<file path="config.mk">
export PLATFORM = sky130hd
export DESIGN_NAME = ncrf_mul
export DESIGN_NICKNAME = d
export VERILOG_FILES = /design/src/design/ncrf_pkg.sv /design/src/design/ncrf_mul.sv
export SDC_FILE = /design/constraint.sdc
export NUM_CORES = 2
export LEC_CHECK = 0
export BUFFER_PORTS_ARGS = -buffer_cell sky130_fd_sc_hd__buf_2
export CAP_MARGIN = 40
export CORE_AREA = 4 4 345 347
export DETAILED_ROUTE_END_ITERATION = 16
export DIE_AREA = 0 0 349 351
export GPL_TIMING_DRIVEN = 0
export PLACE_DENSITY = 0.67
export RECOVER_POWER = 50
export SYNTH_ARGS = -nofsm -noshare
export SYNTH_HDL_FRONTEND = slang
export SYNTH_SLANG_ARGS = --single-unit
</file>
<file path="constraint.sdc">
create_clock -name clk -period 12.4 [get_ports clk]
set_input_delay 0 -clock clk [delete_from_list [all_inputs] [get_ports clk]]
set_output_delay 0 -clock clk [all_outputs]
set_load 0.01 [all_outputs]
</file>
<file path="src/design/ncrf_pkg.sv">
// shared types, widths and constants for the newton cubic root finder
`default_nettype none

package ncrf_pkg;

	// word and datapath widths
	localparam int unsigned DATA_W    = 32;
	localparam int unsigned STEPS_W   = 8;
	localparam int unsigned TOL_W     = 31;
	localparam int unsigned WIDE_W    = 128;
	localparam int unsigned LIMB_W    = 32;
	localparam int unsigned LIMBS     = WIDE_W / LIMB_W;
	localparam int unsigned LIMB_IDX_W = $clog2(LIMBS);

	// quotient is only needed up to the correction clamp
	localparam int unsigned CORR_LOG2 = 40;
	localparam int unsigned QUO_W     = CORR_LOG2 + 2;
	localparam int unsigned CNT_W     = $clog2(QUO_W);
	localparam logic [QUO_W-1:0] CORR_LIM = QUO_W'(1) << CORR_LOG2;

	// stream word layout
	localparam int unsigned S_TDATA_W = 32;
	localparam int unsigned M_TDATA_W = 40;

	// configuration port
	localparam int unsigned APB_DATA_W = 32;
	localparam int unsigned APB_ADDR_W = 3;
	localparam logic REG_TOLERANCE = 1'b0;
	localparam logic REG_ITER_LIMIT = 1'b1;

	localparam logic [TOL_W-1:0]   TOLERANCE_RESET = TOL_W'(66);
	localparam logic [STEPS_W-1:0] LIMIT_RESET     = STEPS_W'(100);

	localparam int unsigned FRAC_BITS_DEF = 16;

	// coefficients of f and f'
	localparam int unsigned CUBIC_SQ_COEF  = 2;
	localparam int unsigned CUBIC_LIN_COEF = 10;
	localparam int unsigned CUBIC_CONST    = 20;
	localparam int unsigned DERIV_SQ_COEF  = 3;
	localparam int unsigned DERIV_LIN_COEF = 4;
	localparam int unsigned DERIV_CONST    = 10;

	typedef enum logic [2:0] {
		ST_IDLE,
		ST_STEP,
		ST_MUL_T,
		ST_MUL_N,
		ST_MUL_D,
		ST_DIV,
		ST_UPDATE,
		ST_DONE
	} ncrf_state_t;

	// coef * 2^(frac*pw) as a wide two's complement constant
	function automatic logic [WIDE_W-1:0] scaled_const(int unsigned frac, int unsigned pw,
			int unsigned coef);
		logic [WIDE_W-1:0] v;
		v = WIDE_W'(coef) << (frac * pw);
		return v;
	endfunction

endpackage

`default_nettype wire

</file>
<file path="src/design/ncrf_mul.sv">
// limb-serial multiply-accumulate: p = a * x + c, modulo 2^128
`default_nettype none

module ncrf_mul (
	input  wire                             clk,
	input  wire                             arst_n,
	input  wire                             start,
	input  wire  [ncrf_pkg::WIDE_W-1:0]     a,
	input  wire  [ncrf_pkg::DATA_W-1:0]     x,
	input  wire  [ncrf_pkg::WIDE_W-1:0]     c,
	output logic                            done,
	output logic [ncrf_pkg::WIDE_W-1:0]     p
);

	localparam int unsigned PROD_W = 2 * ncrf_pkg::LIMB_W;
	localparam logic [ncrf_pkg::LIMB_IDX_W-1:0] LAST_LIMB =
		ncrf_pkg::LIMB_IDX_W'(ncrf_pkg::LIMBS - 1);

	logic [ncrf_pkg::WIDE_W-1:0]     a_q;
	logic [ncrf_pkg::DATA_W-1:0]     x_q;
	logic [ncrf_pkg::WIDE_W-1:0]     acc_q;
	logic [ncrf_pkg::LIMB_IDX_W-1:0] limb_q;
	logic                            issue_q;
	logic                            done_q;
	logic [PROD_W-1:0]               prod_s1;
	logic [ncrf_pkg::LIMB_IDX_W-1:0] limb_s1;
	logic                            vld_s1;

	logic signed [ncrf_pkg::LIMB_W:0]   op_a;
	logic signed [ncrf_pkg::DATA_W:0]   op_x;
	logic signed [PROD_W+1:0]           prod_full;
	logic [ncrf_pkg::WIDE_W-1:0]        prod_ext;

	always_comb begin
		op_a      = $signed({1'b0, a_q[limb_q*ncrf_pkg::LIMB_W +: ncrf_pkg::LIMB_W]});
		op_x      = $signed({x_q[ncrf_pkg::DATA_W-1], x_q});
		prod_full = op_a * op_x;
		prod_ext  = {{(ncrf_pkg::WIDE_W-PROD_W){prod_s1[PROD_W-1]}}, prod_s1}
			<< {limb_s1, 5'd0};
	end

	always_ff @(posedge clk or negedge arst_n) begin
		if (!arst_n) begin
			issue_q <= 1'b0;
			vld_s1  <= 1'b0;
			done_q  <= 1'b0;
			limb_q  <= '0;
		end else begin
			done_q <= vld_s1 && (limb_s1 == LAST_LIMB);
			vld_s1 <= issue_q;
			if (start) begin
				issue_q <= 1'b1;
				limb_q  <= '0;
			end else if (issue_q) begin
				limb_q <= limb_q + 1'b1;
				if (limb_q == LAST_LIMB) begin
					issue_q <= 1'b0;
				end
			end
		end
	end

	// datapath, no reset needed
	always_ff @(posedge clk) begin
		if (start) begin
			a_q   <= a;
			x_q   <= x;
			acc_q <= c;
		end else if (vld_s1) begin
			acc_q <= acc_q + prod_ext;
		end
		prod_s1 <= prod_full[PROD_W-1:0];
		limb_s1 <= limb_q;
	end

	assign done = done_q;
	assign p    = acc_q;

endmodule

`default_nettype wire

</file>
Yosys cells after proc, flatten, opt, wreduce, memory -nomap -nowiden
Index checks and enable logic that the tools add are counted.
{"block": "totals", "ff_bits": 359, "out_inout_bits": 129, "elab_cells": 26, "in_bits": 291}
{"block": "classes", "shifts": 2, "reduce_logical": 3, "add_sub_neg": 2, "muxes": 7, "multipliers": 1, "eq_ne": 2}
{"op": "$mux W128", "n": 2}
{"op": "$add A128 B128 Y128", "n": 1}
{"op": "$shiftx A128 B8 Y32", "n": 1}
{"op": "$shl A128 B7 Y128", "n": 1}
{"op": "$mul A33 B32 Y64", "n": 1}
{"op": "$eq A2 B2 Y1 const B", "n": 2}
{"op": "$mux W2", "n": 2}
{"op": "$reduce_bool A2 Y1", "n": 2}
{"op": "$mux W1", "n": 3}
{"op": "$add A2 B1 Y2 const B", "n": 1}
{"op": "$logic_and A1 B1 Y1", "n": 1}

Depth between registers and ports, before layout
{"block": "logic_depth", "ltp_word": 4, "depth_mapped": 32, "ltp_nobuf": 28}

Worst setup path after synthesis
Ideal clock, no wire load.
{"block": "synth_path", "kind": "register to register", "startpoint": "reg limb_q[0] (netlist name)", "endpoint": "reg prod_s1[60]", "arrival_ns": 8.555, "synth_period_minus_slack_ns": 8.691, "path_slack_ns": 3.709, "required_ns": 12.264, "n_path_buf": 3, "setup_ns": 0.136, "path_stages_with_launch": 30, "path_cell_list": "dfrtp_1 -> clkbuf_1 -> buf_1 -> mux4_2 -> clkbuf_1 -> and2_1 -> fa_1 -> inv_1 -> fa_1 -> inv_1 -> fa_1 -> inv_1 -> fa_1 -> inv_1 -> fa_1 -> fa_1 -> fa_1 -> fa_1 -> ha_1 -> a21o_1 -> a21o_1 -> a211oi_1 -> o21ai_0 -> nor3_1 -> a21oi_2 -> a31oi_1 -> o21ai_1 -> a221oi_1 -> o41ai_1 -> xor2_1"}
{"block": "synth_between", "elab_chain_cells": 2}
{"element": "from (decl)", "line_no": "ncrf_mul.sv:22", "rtl": "logic [ncrf_pkg::LIMB_IDX_W-1:0] limb_q;"}
{"element": "from (signal assigned)", "line_no": "ncrf_mul.sv:55", "rtl": "limb_q <= limb_q + 1'b1;"}
{"element": "$shiftx A128 B8 Y32", "line_no": "ncrf_mul.sv:35", "rtl": "op_a = $signed({1'b0, a_q[limb_q*ncrf_pkg::LIMB_W +: ncrf_pkg::LIMB_W]});"}
{"element": "$mul A33 B32 Y64", "line_no": "ncrf_mul.sv:37", "rtl": "prod_full = op_a * op_x;"}
{"element": "net prod_full[60]", "line_no": "ncrf_mul.sv:31", "rtl": "logic signed [PROD_W+1:0] prod_full;"}
{"element": "to (signal assigned)", "line_no": "ncrf_mul.sv:72", "rtl": "prod_s1 <= prod_full[PROD_W-1:0];"}
{"element": "to (decl)", "line_no": "ncrf_mul.sv:25", "rtl": "logic [PROD_W-1:0] prod_s1;"}
The timed path passes the listed nets, and every way through them passes these cells.
A chain may end at the register's enable or synchronous reset.

Final worst setup path
{"block": "layout_path", "startpoint": "reg limb_q[1] (netlist name)", "endpoint": "reg prod_s1[61]"}
Same word-level chain as after synthesis.

==> results.md <==
* Top cells by area in the synthesized netlist: fa_1 32%, edfxtp_1 15%, ha_1 9.3%
* Clock Pin Slew Worst Setup and Hold Paths at 0.07 ns
* # DRC at 0
* RR Startpoint: limb_q[1]
* Setup Total Neg Slack at 0 ns
* Most common cell after layout, fill and taps aside: inv_1
* DR iter-0 viols at roughly 4800
* Crit path max fanout at 10
* Die X at roughly 350 microns
* RePlAce Congestion at roughly 1.1
* # Post-CTS Setup Buffers at 0
* Die height at between 300 and 400 microns
* Layout net count at 8497
* Ys async rst share at under 10%
* Worst skew pair latency at between 0.6 and 0.7 ns
* Crit-path slowest cell: clkbuf_1
* Total of max-cap violations at 2
* Commonest non-fill, non-tap cells in the layout: 957 x inv_1, 898 x fa_1, 698 x nand2_1
* Post-Layout Cell Count at 8454
* Area grow syn2layout at 15.65%
* Post-synthesis net count at ~7700
* CTS Buf Count at 43
* Routed WL at approximately 220 mm
* Cells after Synth at roughly 6000
* Post-DRT Antenna Nets at 0
* Period utilisation layout at ~90%
* Worst setup SP type: flip-flop
* Slew headroom at -338.4%
* Endpoints failing hold at 0
* Via density at around 5.8
* Flops & latches, synth at between 300 and 400
* Critical Path AT at between 10 and 15 ns
* Wire length per cell at ~27 microns
* Max incr delay on CP at slightly below 0.8 ns
* Critical Path RT at about 13 ns
* Total grt overflow at 0
* Starting Density at roughly 49%
* Clock Skew at approximately 0.042 ns
* Clock buffer depth at 3
* Vias in the first global route at a little over 50000
* Worst R2R Setup Slack at between 1 and 1.5 ns
* First drt pass iteration count at 7
* Max Freq at about 92 MHz
* Avg Inst Size Synth at between 9 and 10 sq um
* Post-CTS Hold Buffers at ~290
* Critical Path End: prod_s1[61]
* Gr usage total at between 30% and 40%
* Register area at around 10000 sq um
* Status: complete, but fails checks
* Yosys warnings at 0
* Crit Path Class: reg2reg
* Pin count of the biggest net entering global routing at 128
* Initial antenna violation count at 19
* Worst r2r path cells at 26
* Die area at between 100000 and 150000 sq um
* Worst flop-to-flop path endpoint: prod_s1[61]
* Area of the multi-input gates at between 40000 and 50000 sq um
* HP Class: in2reg
* H-tree levels at 2
* Fill cells at between 10000 and 15000
* Crit path from: limb_q[1]
* Share of the synthesized area in the top cell type at a little under a third
* Placed cells at between 8000 and 9000
* Final setup violation count at 0
* IO Pins at 420
* Synth unique cells at a little over 90
* RSZ-0062 raised after global routing: false
* Fin crit period at 10.91 ns
* Cell taking the most area after synthesis: fa_1
* Vias after detailed routing at between 40000 and 50000
* Top_reg_cell synth: edfxtp_1
* Root Buffer: clkbuf_16
* CTS sink count at 359
* Top cell by count, worst path: fa_1
* Final Max Tran Viols at between 150 and 200
* Core area at 115900 sq um
* Setup crit end kind: flip-flop
* Violated checks: max-capacitance violations, max-slew violations
* DP HPWL at about 180 mm
* EDFF count, synth at roughly 290
* Rows at between 100 and 150
* First-pass GRT wire length at roughly 330 mm
* Post-cts sizing count at 0
* Share of cells above drive strength 1 at ~7.4%
* CTS tree: done
* Slew @ Worst Pin at around 6.6 ns
* Seq/Total Area, Yosys at about 18%
* Port buffer count at approximately 420
* Synthesized cell area at between 50000 and 60000 sq um
metal layers:
metal  track usage (%)  vias to the layer above  routed length (microns)
li1                  -                    21121                        -
met1             46.62                    23891                    85350
met2             57.46                     2918                    98430
met3             9.444                      693                    24780
met4             19.97                       10                    15440
met5                 0                        -                       71
registers in the layout (all words and copies together) (netlist names):
register and count:
a_q 128, done 1, issue_q 1, limb_q 2
limb_s1 2, p 128, prod_s1 64, vld_s1 1
x_q 32
per-stage QoR:
stage	cell area, sq um	hold slack [ns]	setup WS [ns]	util, %
2_1_floorplan	56440	-0.2956	3.709	-
3_3_place_gp	60450	-0.1508	1.085	52.16
3_5_place_dp	61080	-0.1479	1.489	52.70
4_1_cts	65410	0.008110	1.434	56.44
5_1_grt	65260	0.05221	1.209	56.31
6_report	65280	0.04480	1.491	56.33
layout make-up:
class / instances / share of cell area, %
antenna: 9 / 0.03450
clock inverter: 21 / 0.4025
timing repair buffer: 759 / 8.401
sequential: 359 / 15.46
buffer: 366 / 2.258
clock buffer: 56 / 1.769
tap: 1524 / 2.921
multi-input combinational: 4403 / 63.25
inverter: 957 / 5.503
synthesized netlist by cell type (32+ instances only):
library cell	number
nor3_1	44
inv_1	957
nand4_1	99
o21ai_0	279
fa_1	898
nand2_1	698
nor2_1	201
xnor2_1	112
clkbuf_1	334
a21oi_1	340
a21o_1	109
edfxtp_1	288
xor2_1	67
ha_1	419
and2_1	666
mux4_2	32
o21bai_1	63
mux2i_1	33
dfxtp_1	66
worst min-delay path by stage:
| stage | from | end | slack [ns] | cells after the start |
|---|---|---|---|---|
| finish | a[124] | a_q[124] | 0.04 | 2 |
| global route | x[28] | x_q[28] | 0.05 | 2 |
| CTS | a[125] | a_q[125] | 0.008 | 2 |
| detailed placement | arst_n | done | -0.15 | 1 |
| global placement | arst_n | done | -0.15 | 1 |
| floorplan | arst_n | done | -0.30 | 0 |
critical path: cells and delay by family, from the launching register on:
kind	cells	cell delay, ns
flops	1	0.36
simple gates	3	0.71
buf+inv	6	2.43
fa+ha+maj	9	4.37
compound gates	6	2.15
xor+xnor	1	0.17
mux	1	0.59
logic make-up (layout without fill, tap and decap cells):
family                   Yosys count  count (layout)  synth area share [%]
AO/OA/AOI/OAI                    989             989                 10.76
XOR/XNOR                         179             179                 2.778
adder cells (fa/ha/maj)         1317            1317                 41.14
buffers and inverters           1323            2159                 8.976
flip-flops                       359             359                 17.88
multiplexers                      68              68                 1.922
other                              0               9                     0
AND/OR/NAND/NOR                 1850            1850                 16.54
Power is left out: the tool's default activity adds up to more than one toggle a clock period on the data nets, which glitch-free logic cannot reach.
