===== src/design/ncrf_pkg.sv =====
// shared types, widths and constants for the newton cubic root finder
`default_nettype none

package ncrf_pkg;

	// word and datapath widths
	localparam int unsigned DATA_W    = 32;
	localparam int unsigned STEPS_W   = 8;
	localparam int unsigned TOL_W     = 31;
	localparam int unsigned WIDE_W    = 128;
	localparam int unsigned LIMB_W    = 32;
	localparam int unsigned LIMBS     = WIDE_W / LIMB_W;
	localparam int unsigned LIMB_IDX_W = $clog2(LIMBS);

	// quotient is only needed up to the correction clamp
	localparam int unsigned CORR_LOG2 = 40;
	localparam int unsigned QUO_W     = CORR_LOG2 + 2;
	localparam int unsigned CNT_W     = $clog2(QUO_W);
	localparam logic [QUO_W-1:0] CORR_LIM = QUO_W'(1) << CORR_LOG2;

	// stream word layout
	localparam int unsigned S_TDATA_W = 32;
	localparam int unsigned M_TDATA_W = 40;

	// configuration port
	localparam int unsigned APB_DATA_W = 32;
	localparam int unsigned APB_ADDR_W = 3;
	localparam logic REG_TOLERANCE = 1'b0;
	localparam logic REG_ITER_LIMIT = 1'b1;

	localparam logic [TOL_W-1:0]   TOLERANCE_RESET = TOL_W'(66);
	localparam logic [STEPS_W-1:0] LIMIT_RESET     = STEPS_W'(100);

	localparam int unsigned FRAC_BITS_DEF = 16;

	// coefficients of f and f'
	localparam int unsigned CUBIC_SQ_COEF  = 2;
	localparam int unsigned CUBIC_LIN_COEF = 10;
	localparam int unsigned CUBIC_CONST    = 20;
	localparam int unsigned DERIV_SQ_COEF  = 3;
	localparam int unsigned DERIV_LIN_COEF = 4;
	localparam int unsigned DERIV_CONST    = 10;

	typedef enum logic [2:0] {
		ST_IDLE,
		ST_STEP,
		ST_MUL_T,
		ST_MUL_N,
		ST_MUL_D,
		ST_DIV,
		ST_UPDATE,
		ST_DONE
	} ncrf_state_t;

	// coef * 2^(frac*pw) as a wide two's complement constant
	function automatic logic [WIDE_W-1:0] scaled_const(int unsigned frac, int unsigned pw,
			int unsigned coef);
		logic [WIDE_W-1:0] v;
		v = WIDE_W'(coef) << (frac * pw);
		return v;
	endfunction

endpackage

`default_nettype wire


===== src/design/ncrf_div.sv =====
// restoring divider, one quotient bit a cycle, quotient bounded to QUO_W bits
`default_nettype none

module ncrf_div (
	input  wire                             clk,
	input  wire                             arst_n,
	input  wire                             start,
	input  wire  [ncrf_pkg::WIDE_W-1:0]     num,
	input  wire  [ncrf_pkg::WIDE_W-1:0]     den,
	output logic                            done,
	output logic [ncrf_pkg::QUO_W-1:0]      quo
);

	logic [ncrf_pkg::WIDE_W-1:0] rem_q;
	logic [ncrf_pkg::WIDE_W-1:0] dsh_q;
	logic [ncrf_pkg::QUO_W-1:0]  quo_q;
	logic [ncrf_pkg::CNT_W-1:0]  cnt_q;
	logic                        run_q;
	logic                        done_q;
	logic                        fits;

	assign fits = rem_q >= dsh_q;

	always_ff @(posedge clk or negedge arst_n) begin
		if (!arst_n) begin
			run_q  <= 1'b0;
			done_q <= 1'b0;
			cnt_q  <= '0;
		end else begin
			done_q <= run_q && (cnt_q == '0);
			if (start) begin
				run_q <= 1'b1;
				cnt_q <= ncrf_pkg::CNT_W'(ncrf_pkg::QUO_W - 1);
			end else if (run_q) begin
				if (cnt_q == '0) begin
					run_q <= 1'b0;
				end else begin
					cnt_q <= cnt_q - 1'b1;
				end
			end
		end
	end

	// a quotient at or above 2^(QUO_W-1) only needs its top bit right, it is clamped
	always_ff @(posedge clk) begin
		if (start) begin
			rem_q <= num;
			dsh_q <= den << (ncrf_pkg::QUO_W - 1);
			quo_q <= '0;
		end else if (run_q) begin
			if (fits) begin
				rem_q <= rem_q - dsh_q;
			end
			quo_q <= {quo_q[ncrf_pkg::QUO_W-2:0], fits};
			dsh_q <= dsh_q >> 1;
		end
	end

	assign done = done_q;
	assign quo  = quo_q;

endmodule

`default_nettype wire


===== config.mk =====
export PLATFORM = sky130hd
export DESIGN_NAME = ncrf_div
export DESIGN_NICKNAME = d
export VERILOG_FILES = /design/src/design/ncrf_pkg.sv /design/src/design/ncrf_div.sv
export SDC_FILE = /design/constraint.sdc
export NUM_CORES = 1
export LEC_CHECK = 0
export BUFFER_PORTS_ARGS = -buffer_cell sky130_fd_sc_hd__buf_2
export CAP_MARGIN = 40
export CORE_MARGIN = 2
export CORE_UTILIZATION = 40
export DETAILED_ROUTE_END_ITERATION = 6
export GPL_TIMING_DRIVEN = 0
export PLACE_DENSITY_LB_ADDON = 0.15
export SKIP_CTS_REPAIR_TIMING = 1
export SLEW_MARGIN = 5
export SYNTH_ARGS = -nofsm -noshare
export SYNTH_HDL_FRONTEND = slang
export SYNTH_SLANG_ARGS = --single-unit

===== constraint.sdc =====
create_clock -name clk -period 23.9 [get_ports clk]
set_input_delay 1.195 -clock clk [delete_from_list [all_inputs] [get_ports clk]]
set_output_delay 1.195 -clock clk [all_outputs]
set_load 0.02 [all_outputs]

## Word-level counts from Yosys, hierarchy flattened

Index checks and enable logic that the tools add are counted.

| storage, ports and cells | value |
|---|---|
| input bits | 259 |
| word-level logic and storage cells | 28 |
| register bits after elaboration | 306 |
| output and inout port bits | 43 |

| cells by class | value |
|---|---|
| mux-type cells | 11 |
| add/subtract/negate cells | 2 |
| eq/ne operators | 1 |
| order comparisons | 1 |
| reduce and logical (&&, ||, !) cells | 6 |

Operator list:

| cell | count |
|---|---|
| 128-bit 2-to-1 mux | 5 |
| 128-bit greater-or-equal comparator | 1 |
| 128-bit subtractor | 1 |
| 6-bit 2-to-1 mux | 3 |
| 6-bit logical NOT | 1 |
| 6-bit by 1-bit subtractor with 6-bit output, second input constant | 1 |
| 2-bit AND reduction | 2 |
| 2-bit nonzero test | 2 |
| 1-bit 2-to-1 mux | 3 |
| 2-bit inequality test, second input constant | 1 |
| 1-bit logical AND | 1 |

## Longest topological paths before layout

Gate-level depths: netlist (run 1).

| depth | value |
|---|---|
| depth in word-level cells | 4 |
| gate-level depth with buffers | 15 |
| gate-level depth less buffers | 15 |

## Worst setup path after synthesis (run 1)

Ideal clock, no wire load.

| timing path | value |
|---|---|
| path kind | reg-to-reg |
| start point | register rem_q[14] (netlist name) |
| end point | register rem_q[0] (netlist name), enable pin |
| arrival time | 11.470 ns |
| cell stages (with the launch flop) | 13 |
| setup time | 0.792 ns |
| period minus slack after synthesis | 12.262 ns |
| data required time | 23.108 ns |
| slack | 11.638 ns |
| buffers on the path | 1 |
| cells stage by stage | edfxtp_1 -> ha_1 -> clkbuf_1 -> nand4_1 -> or3_1 -> o21ai_1 -> a21oi_1 -> o21bai_1 -> nand3_1 -> and3_1 -> a31oi_1 -> o21ai_0 -> o21ai_0 |

| between the ends | value |
|---|---|
| word-level cells in the longest chain between the ends | 3 |

RTL lines:

| item | RTL line | text |
|---|---|---|
| start: declaration | ncrf_div.sv:14 | `logic [ncrf_pkg::WIDE_W-1:0] rem_q;` |
| start signal: assignment | ncrf_div.sv:47 | `rem_q <= num;` |
| start signal: assignment | ncrf_div.sv:52 | `rem_q <= rem_q - dsh_q;` |
| 128-bit greater-or-equal comparator | ncrf_div.sv:22 | `assign fits = rem_q >= dsh_q;` |
| 2-bit nonzero test (no line) | - |  |
| 2-bit AND reduction (no line) | - |  |

Every way passes these cells.
A chain may end at the register's enable or synchronous reset.

## Final worst setup path (run 1)

| timing path | value |
|---|---|
| start point | register rem_q[0] (netlist name) |
| end point | register rem_q[65] (netlist name), enable pin |

Same word-level chain as after synthesis.

==> run metrics, run 1 <==
R2R Setup Slk=18.56 ns; Worst Path Arrival=5.66 ns; post-route cell area=25300 um2; clock latency on the worst-skew pair=0.58 ns; setup TNS=0 ns; Mapped Cells=2564; compound-cell area share of the yosys netlist=23.06%; GRT Overall Usage=25.26%; routed length per instance=20.02 um; Slew Limit Fails=0; Post-Synthesis Net Count=2954; global placer's final weighted congestion=0.9393; chip height=236.3 um; Post-Syn Area per Cell=8.421 um2; Top FF cell, synth=edfxtp_1; vias=20.25k; starting density of the core=40.28%; largest family of logic cells by synthesized area=compound AO/OA/AOI/OAI gates; Final ANT Viol Nets=0; initial antenna violation count=2; nets@finish=3269; CP cell instances=inv_1 -> ha_1 -> inv_1 -> fa_1 -> a211oi_1 -> o211ai_1 -> a21oi_1 -> o21ai_1 -> a21oi_1 -> o21bai_1 -> nand3_1 -> and3_1 -> a31oi_1 -> o21ai_0 -> o21ai_4 -> buf_12 -> buf_16 -> buf_16; Synth Cell Area=21590 um2; Simple-Gate Fraction of Synth Area=16.24%; Post-DP Area=24060 um2; number of port buffers=259; Most Crowded Layer GR=met2; first-pass GRT wire length=111.0 mm; RSZ-0062 raised after global routing=false; vias per cell=5.615; EDFF count, synth=215; Seq/Total Area, Yosys=38.53%; Synth Area in XOR/XNOR=4.624%; met3 usage=3.487%; Least-Margin Pin Slew=0.8620 ns; diode count=0; met1 GRT Util=34.98%; fin crit share=22.34%; DRC marker count from the first detailed-route iteration=1308; DIE AREA=55850 um2; grt total ovfl=0; Hold Crit Class=input port to async pin; Synth async-reset ratio=2.614%; yosys warns=0; Highest Clock Rate=0.1873 GHz; Clk pin slew, worst setup/hold paths=0.06 ns; largest net degree at the start of global routing=59; Final Hold Fails=0; root buf cell=clkbuf_16; CTS tree=built; via count of the first global-routing pass=19.87k; CP peak stage delay=0.67 ns; drc violations=0; Layout area overhead=17.18%; Seq cells post-synth=306; row count=85; R2R Path End=rem_q[65]$_DFFE_PP_; post-DP HPWL=57.42 mm; layout cells sized above 1=12.78%; final setup fails=0; worst rel slew slack=42.53%; WS Path Type=flop to flop; startpoint class of the critical path=flop; CP max stage cell=o21ai_0; Adder-Cell Fraction of Synth Area=7.626%; H-tree depth=2; pwr/cell area=128.1 nW/um2; Max IR drop VDD=0.05468 mV; DR pass1 iterations=7; post-synth cell types=77; maxcap violations=0; CTS sink count=306; mux contribution to synthesized area=4.045%; crit path capture type=flop; CP required=24.22 ns; Die X=236.3 um; CP Max Fanout=20; cell count of the worst reg-to-reg path=18; core box area=53600 um2; Ports=302; Max Buffers Root-to-Sink=3; leakage=0.01104 uW; RR Startpoint=rem_q[0]$_DFFE_PP_; M2 GR Usage=41.18%; Num CTS Buffers=39; Worst Skew=0.02129 ns; Routed Wire Length=72.20 mm; minimum clock period=5.340 ns; status=completed
[sequential cells by signal (all words and copies together) (netlist names)]
| register | count |
|---|---|
| run_q | 1 |
| cnt_q | 6 |
| done | 1 |
| dsh_q | 128 |
| rem_q | 128 |
| quo | 42 |
[where the power goes]
part | total [uW] | leakage, uW | internal [uW] | switching (uW)
registers | 810 | 0.00303 | 766 | 44.3
clock network | 588 | 0.000604 | 340 | 247
logic | 1840 | 0.00741 | 666 | 1180
[cells in the mapped netlist, types with 3 or more instances]
library cell	count	area, um2
nand2_1	358	1344
nor2_1	229	859.6
edfxtp_1	215	6456
o21ai_0	213	1066
a21oi_1	209	1046
inv_1	174	653.1
clkbuf_1	138	518.0
ha_1	130	1627
a21o_1	93	698.2
o31ai_1	93	698.2
mux2i_1	85	850.8
dfxtp_1	83	1662
nand4_1	82	513.0
xnor2_1	69	604.3
o21bai_1	48	360.4
xor2_1	45	394.1
nand3_1	29	145.1
nor3_1	28	140.1
o21a_1	17	127.6
a211oi_1	16	120.1
nand2b_1	16	100.1
o211ai_1	16	120.1
a31oi_1	14	87.58
buf_1	13	48.80
nor2b_1	10	62.56
nor4_1	10	62.56
or2_2	9	56.30
a21boi_0	8	60.06
dfrtp_1	8	200.2
or3_1	8	50.05
a311oi_1	6	52.55
a211o_1	5	43.79
a31o_2	5	43.79
and2_1	5	31.28
buf_2	5	25.02
o211a_1	5	50.05
and4_1	4	35.03
o21ai_1	4	20.02
a221oi_1	3	26.28
a22o_1	3	26.28
and3_1	3	18.77
o221ai_1	3	26.28
o22ai_1	3	18.77
[metal layers]
layer  vias up  share of wire (%)
met4         0                2.8
met2       698                 46
met5         -                  0
li1       9824                  -
met1      9610                 46
met3       116                6.2
[cell families (layout without fill, tap and decap cells)]
family | count (synthesis) | in the layout
AND/OR/NAND/NOR | 802 | 802
flip-flops | 306 | 306
buffers and inverters | 334 | 680
XOR/XNOR | 114 | 114
multiplexers | 87 | 87
AO/OA/AOI/OAI | 790 | 790
adder cells (fa/ha/maj) | 131 | 131
[cell type report]
cell class                 count  area (um2)
buffer                       159       614.3
clock buffer                  47        1027
clock inverter                25       214.0
fill                        5395       28300
inverter                     175       656.9
multi-input combinational   1924       12020
sequential                   306        8318
tap                          696       870.8
timing repair buffer         274        1575
[placed cells by master, fill, tap and decap left out, drive strengths merged, types with 17 or more instances in the layout]
cell type  count
dfxtp         83
ha           130
mux2i         85
xor2          45
nand2        358
clkinv        17
buf          293
a21oi        211
o21a          17
xnor2         69
inv          177
o21bai        48
nor2         230
clkbuf       186
nand3         29
edfxtp       215
nand4         82
a21o          93
o21ai        217
o31ai         95
nor3          28
[metrics by stage]
step	setup slack [ns]	total power (uW)	utilization [%]	std cells	hold WS [ns]
final	18.56	3242	47.20	3606	0.4684
after global routing	18.32	3478	47.20	3606	0.4576
after CTS	18.67	3226	47.20	3606	0.4445
after detailed placement	18.72	2619	44.88	3534	0.4984
after global placement	5.057	2633	44.32	3519	0.4842
after floorplan	11.64	2154	-	2564	0.4647
[worst max-delay path by stage]
stage	start	endpoint	slack, ns	depth (start not counted)
floorplan	rem_q[14]$_DFFE_PP_	rem_q[0]$_DFFE_PP_	11.64	12
global placement	dsh_q[17]$_SDFFE_PP0P_	rem_q[66]$_DFFE_PP_	5.06	13
detailed placement	rem_q[0]$_DFFE_PP_	rem_q[64]$_DFFE_PP_	18.72	18
CTS	rem_q[0]$_DFFE_PP_	rem_q[73]$_DFFE_PP_	18.67	18
global route	rem_q[0]$_DFFE_PP_	rem_q[73]$_DFFE_PP_	18.32	18
finish	rem_q[0]$_DFFE_PP_	rem_q[65]$_DFFE_PP_	18.56	18
[worst max-delay path: cells and delay by family (launching register included)]
| kind | cells | cell delay [ns] |
|---|---|---|
| AO/OA/AOI/OAI | 9 | 2.95 |
| buffers and inverters | 5 | 0.73 |
| flip-flops | 1 | 0.36 |
| adder cells (fa/ha/maj) | 2 | 0.59 |
| AND/OR/NAND/NOR | 2 | 0.43 |
Power figures use the tool's default switching activity.
==> inputs of run 2 (changes only) <==
Clock period 23.9 ns to 4.5 ns, I/O delays scaled along.
==> run 2 against run 1 <==
  * Combinational power increased to 5.4 times the previous value
  * Register-to-register slack got worse by 18 ns
  * Worst setup slack got worse by 18 ns
  * Sequential share of layout area decreased by 2.2 points
  * The flow now finishes with violations (negative hold slack)
  * Clock skew increased by 0.013 ns
  * Critical path type unchanged
  * Routed wire length increased by 1.3%
  * Cell count increased by 4.8%
  * Via count increased by 2.8%
  * Sequential cell count unchanged
==> run metrics, run 2 (same netlist as run 1, synthesis figures left out) <==
leakage=0.01176 uW (+6.6%); fin crit share=95.29% (+73 points); WS Path Type=flop to flop; Worst Skew=0.03388 ns (+0.01260 ns); most common cell after layout, fill and taps aside=nand2_1; startpoint class of the critical path=flop; Max Used Layer=met4; Hold Crit Class=input port to flop; Routed Wire Length=73.15 mm (+1.3%); row count=85 (unchanged); R2R Path End=rem_q[126]$_DFFE_PP_; clock latency on the worst-skew pair=0.59 ns (about the same); worst rel slew slack=39.30% (-3.2 points); Die X=236.3 um (unchanged); minimum clock period=4.288 ns (-1.053 ns); vias per cell=5.510 (-1.9%); Highest Clock Rate=0.2332 GHz (+25%); initial antenna violation count=2 (unchanged); nets@finish=3442 (+5.3%); Overall Power=17360 uW (+440%); CP Max Fanout=3 (-85%); drc violations=0 (unchanged); layout cells sized above 1=12.69% (-0.093 points); GRT Overall Usage=24.99% (-0.27 points); DIE AREA=55850 um2 (unchanged); status=finished, violations left; vias=20.82k (+2.8%); routed length per instance=19.36 um (-3.3%); number of port buffers=259 (unchanged); commonest cells after routing, fill and taps aside=357 x nand2_1, 264 x buf_2, 229 x nor2_1; Post-DP Area=24100 um2 (+0.19%); CP startpoint=rem_q[0]$_DFFE_PP_; DRC marker count from the first detailed-route iteration=1468 (+12%); via count of the first global-routing pass=19.71k (-0.82%); first-pass GRT wire length=110.3 mm (-0.62%); Num CTS Buffers=38 (-2.6%); DR pass1 iterations=5 (-2); CTS tree=built; CTS sink count=306 (unchanged); Final Hold Fails=15 (+15); Least-Margin Pin Slew=0.9105 ns (+0.04846 ns); Slew Limit Fails=0 (unchanged); Worst Path Arrival=4.68 ns (-0.98 ns); R2R Setup Slk=0.21 ns (-18.35 ns); final setup fails=0 (unchanged); starting density of the core=40.28% (unchanged); post-route cell area=27100 um2 (+7.1%); Layout area overhead=25.53%; core box area=53600 um2 (unchanged); RR Startpoint=rem_q[0]$_DFFE_PP_; WL met2=33.19 mm (+0.98%); CP required=4.89 ns (-19.33 ns); H-tree depth=2 (unchanged); Clk pin slew, worst setup/hold paths=0.06 ns (about the same); largest net degree at the start of global routing=54 (-8.5%); failing checks=negative hold slack; Worst Setup EP=rem_q[126]$_DFFE_PP_; RSZ-0062 raised after global routing=false; Max IR drop VDD=0.3001 mV (+450%); Final ANT Viol Nets=0 (unchanged); root buf cell=clkbuf_16; post-DP HPWL=56.78 mm (-1.1%); global placer's final weighted congestion=0.9545 (+1.6%); Hold Crit Depth=3; chip height=236.3 um (unchanged); Max Buffers Root-to-Sink=3 (unchanged); Hold Slack=-0.05143 ns (-0.5199 ns); Ports=302 (unchanged); M1 wire length=33.95 mm (+3.3%); grt total ovfl=0 (unchanged); maxcap violations=0 (unchanged); crit path capture type=flop; met3 wire length=3.751 mm (-16%); pwr/cell area=640.5 nW/um2 (+400%); cell count of the worst reg-to-reg path=16 (-2)
-- run 2: through the flow --
stage	cells	worst slack [ns]	TNS (ns)	util (%)
6_report	3778	0.2121	0	50.56
5_1_grt	3778	0.01445	0	50.56
4_1_cts	3603	0.02696	0	47.24
3_5_place_dp	3534	0.1023	0	44.97
3_3_place_gp	3519	-2.541	-511.41	44.49
2_1_floorplan	2564	-0.2744	-35.12	-
-- run 2: worst min-delay path by stage --
stage | end | slack [ns] | startpoint
final | rem_q[19]$_DFFE_PP_ | -0.05 | num[19]
after global routing | dsh_q[62]$_DFFE_PP_ | -0.007 | den[21]
after CTS | cnt_q[2]$_DFFE_PN0P_ | -0.53 | arst_n
after detailed placement | done$_DFF_PN0_ | 0.1 | arst_n
after global placement | done$_DFF_PN0_ | 0.1 | arst_n
after floorplan | cnt_q[0]$_DFFE_PN0P_ | -0.07 | arst_n
-- run 2: final cells by class --
type,instances,area (um2)
fillers,5286,26500
diodes,1,2.502
clock inverters,18,200.2
repair buffers,448,3273
clock buffers,51,1020
inverters,175,656.9
flip-flops and latches,306,8318
plain buffers,159,654.4
multi-input cells,1924,12110
well taps,696,870.8
-- run 2: critical path, cell delays in order, from the launching register on --
cell and delay (ns):
edfxtp_1 0.34, inv_1 0.05, ha_1 0.20, inv_1 0.07
fa_1 0.26, a21oi_1 0.12, o211ai_1 0.37, o211ai_1 0.13
buf_4 0.17, a2111oi_2 0.48, o211ai_1 0.26, a21boi_1 0.44
nor3_1 0.12, nor2_2 0.23, a21oi_1 0.22, or4_1 0.54
o311ai_1 0.10
-- run 2: layer usage --
layer	up-vias	global-route usage [%]
li1	10170	-
met1	9899	34.94
met2	618	40.01
met3	130	3.054
met4	0	8.381
met5	-	0
-- run 2: power breakdown --
part | switching (uW) | internal, uW
clock | 1320 | 1740
sequential | 236 | 4070
combinational | 6280 | 3720
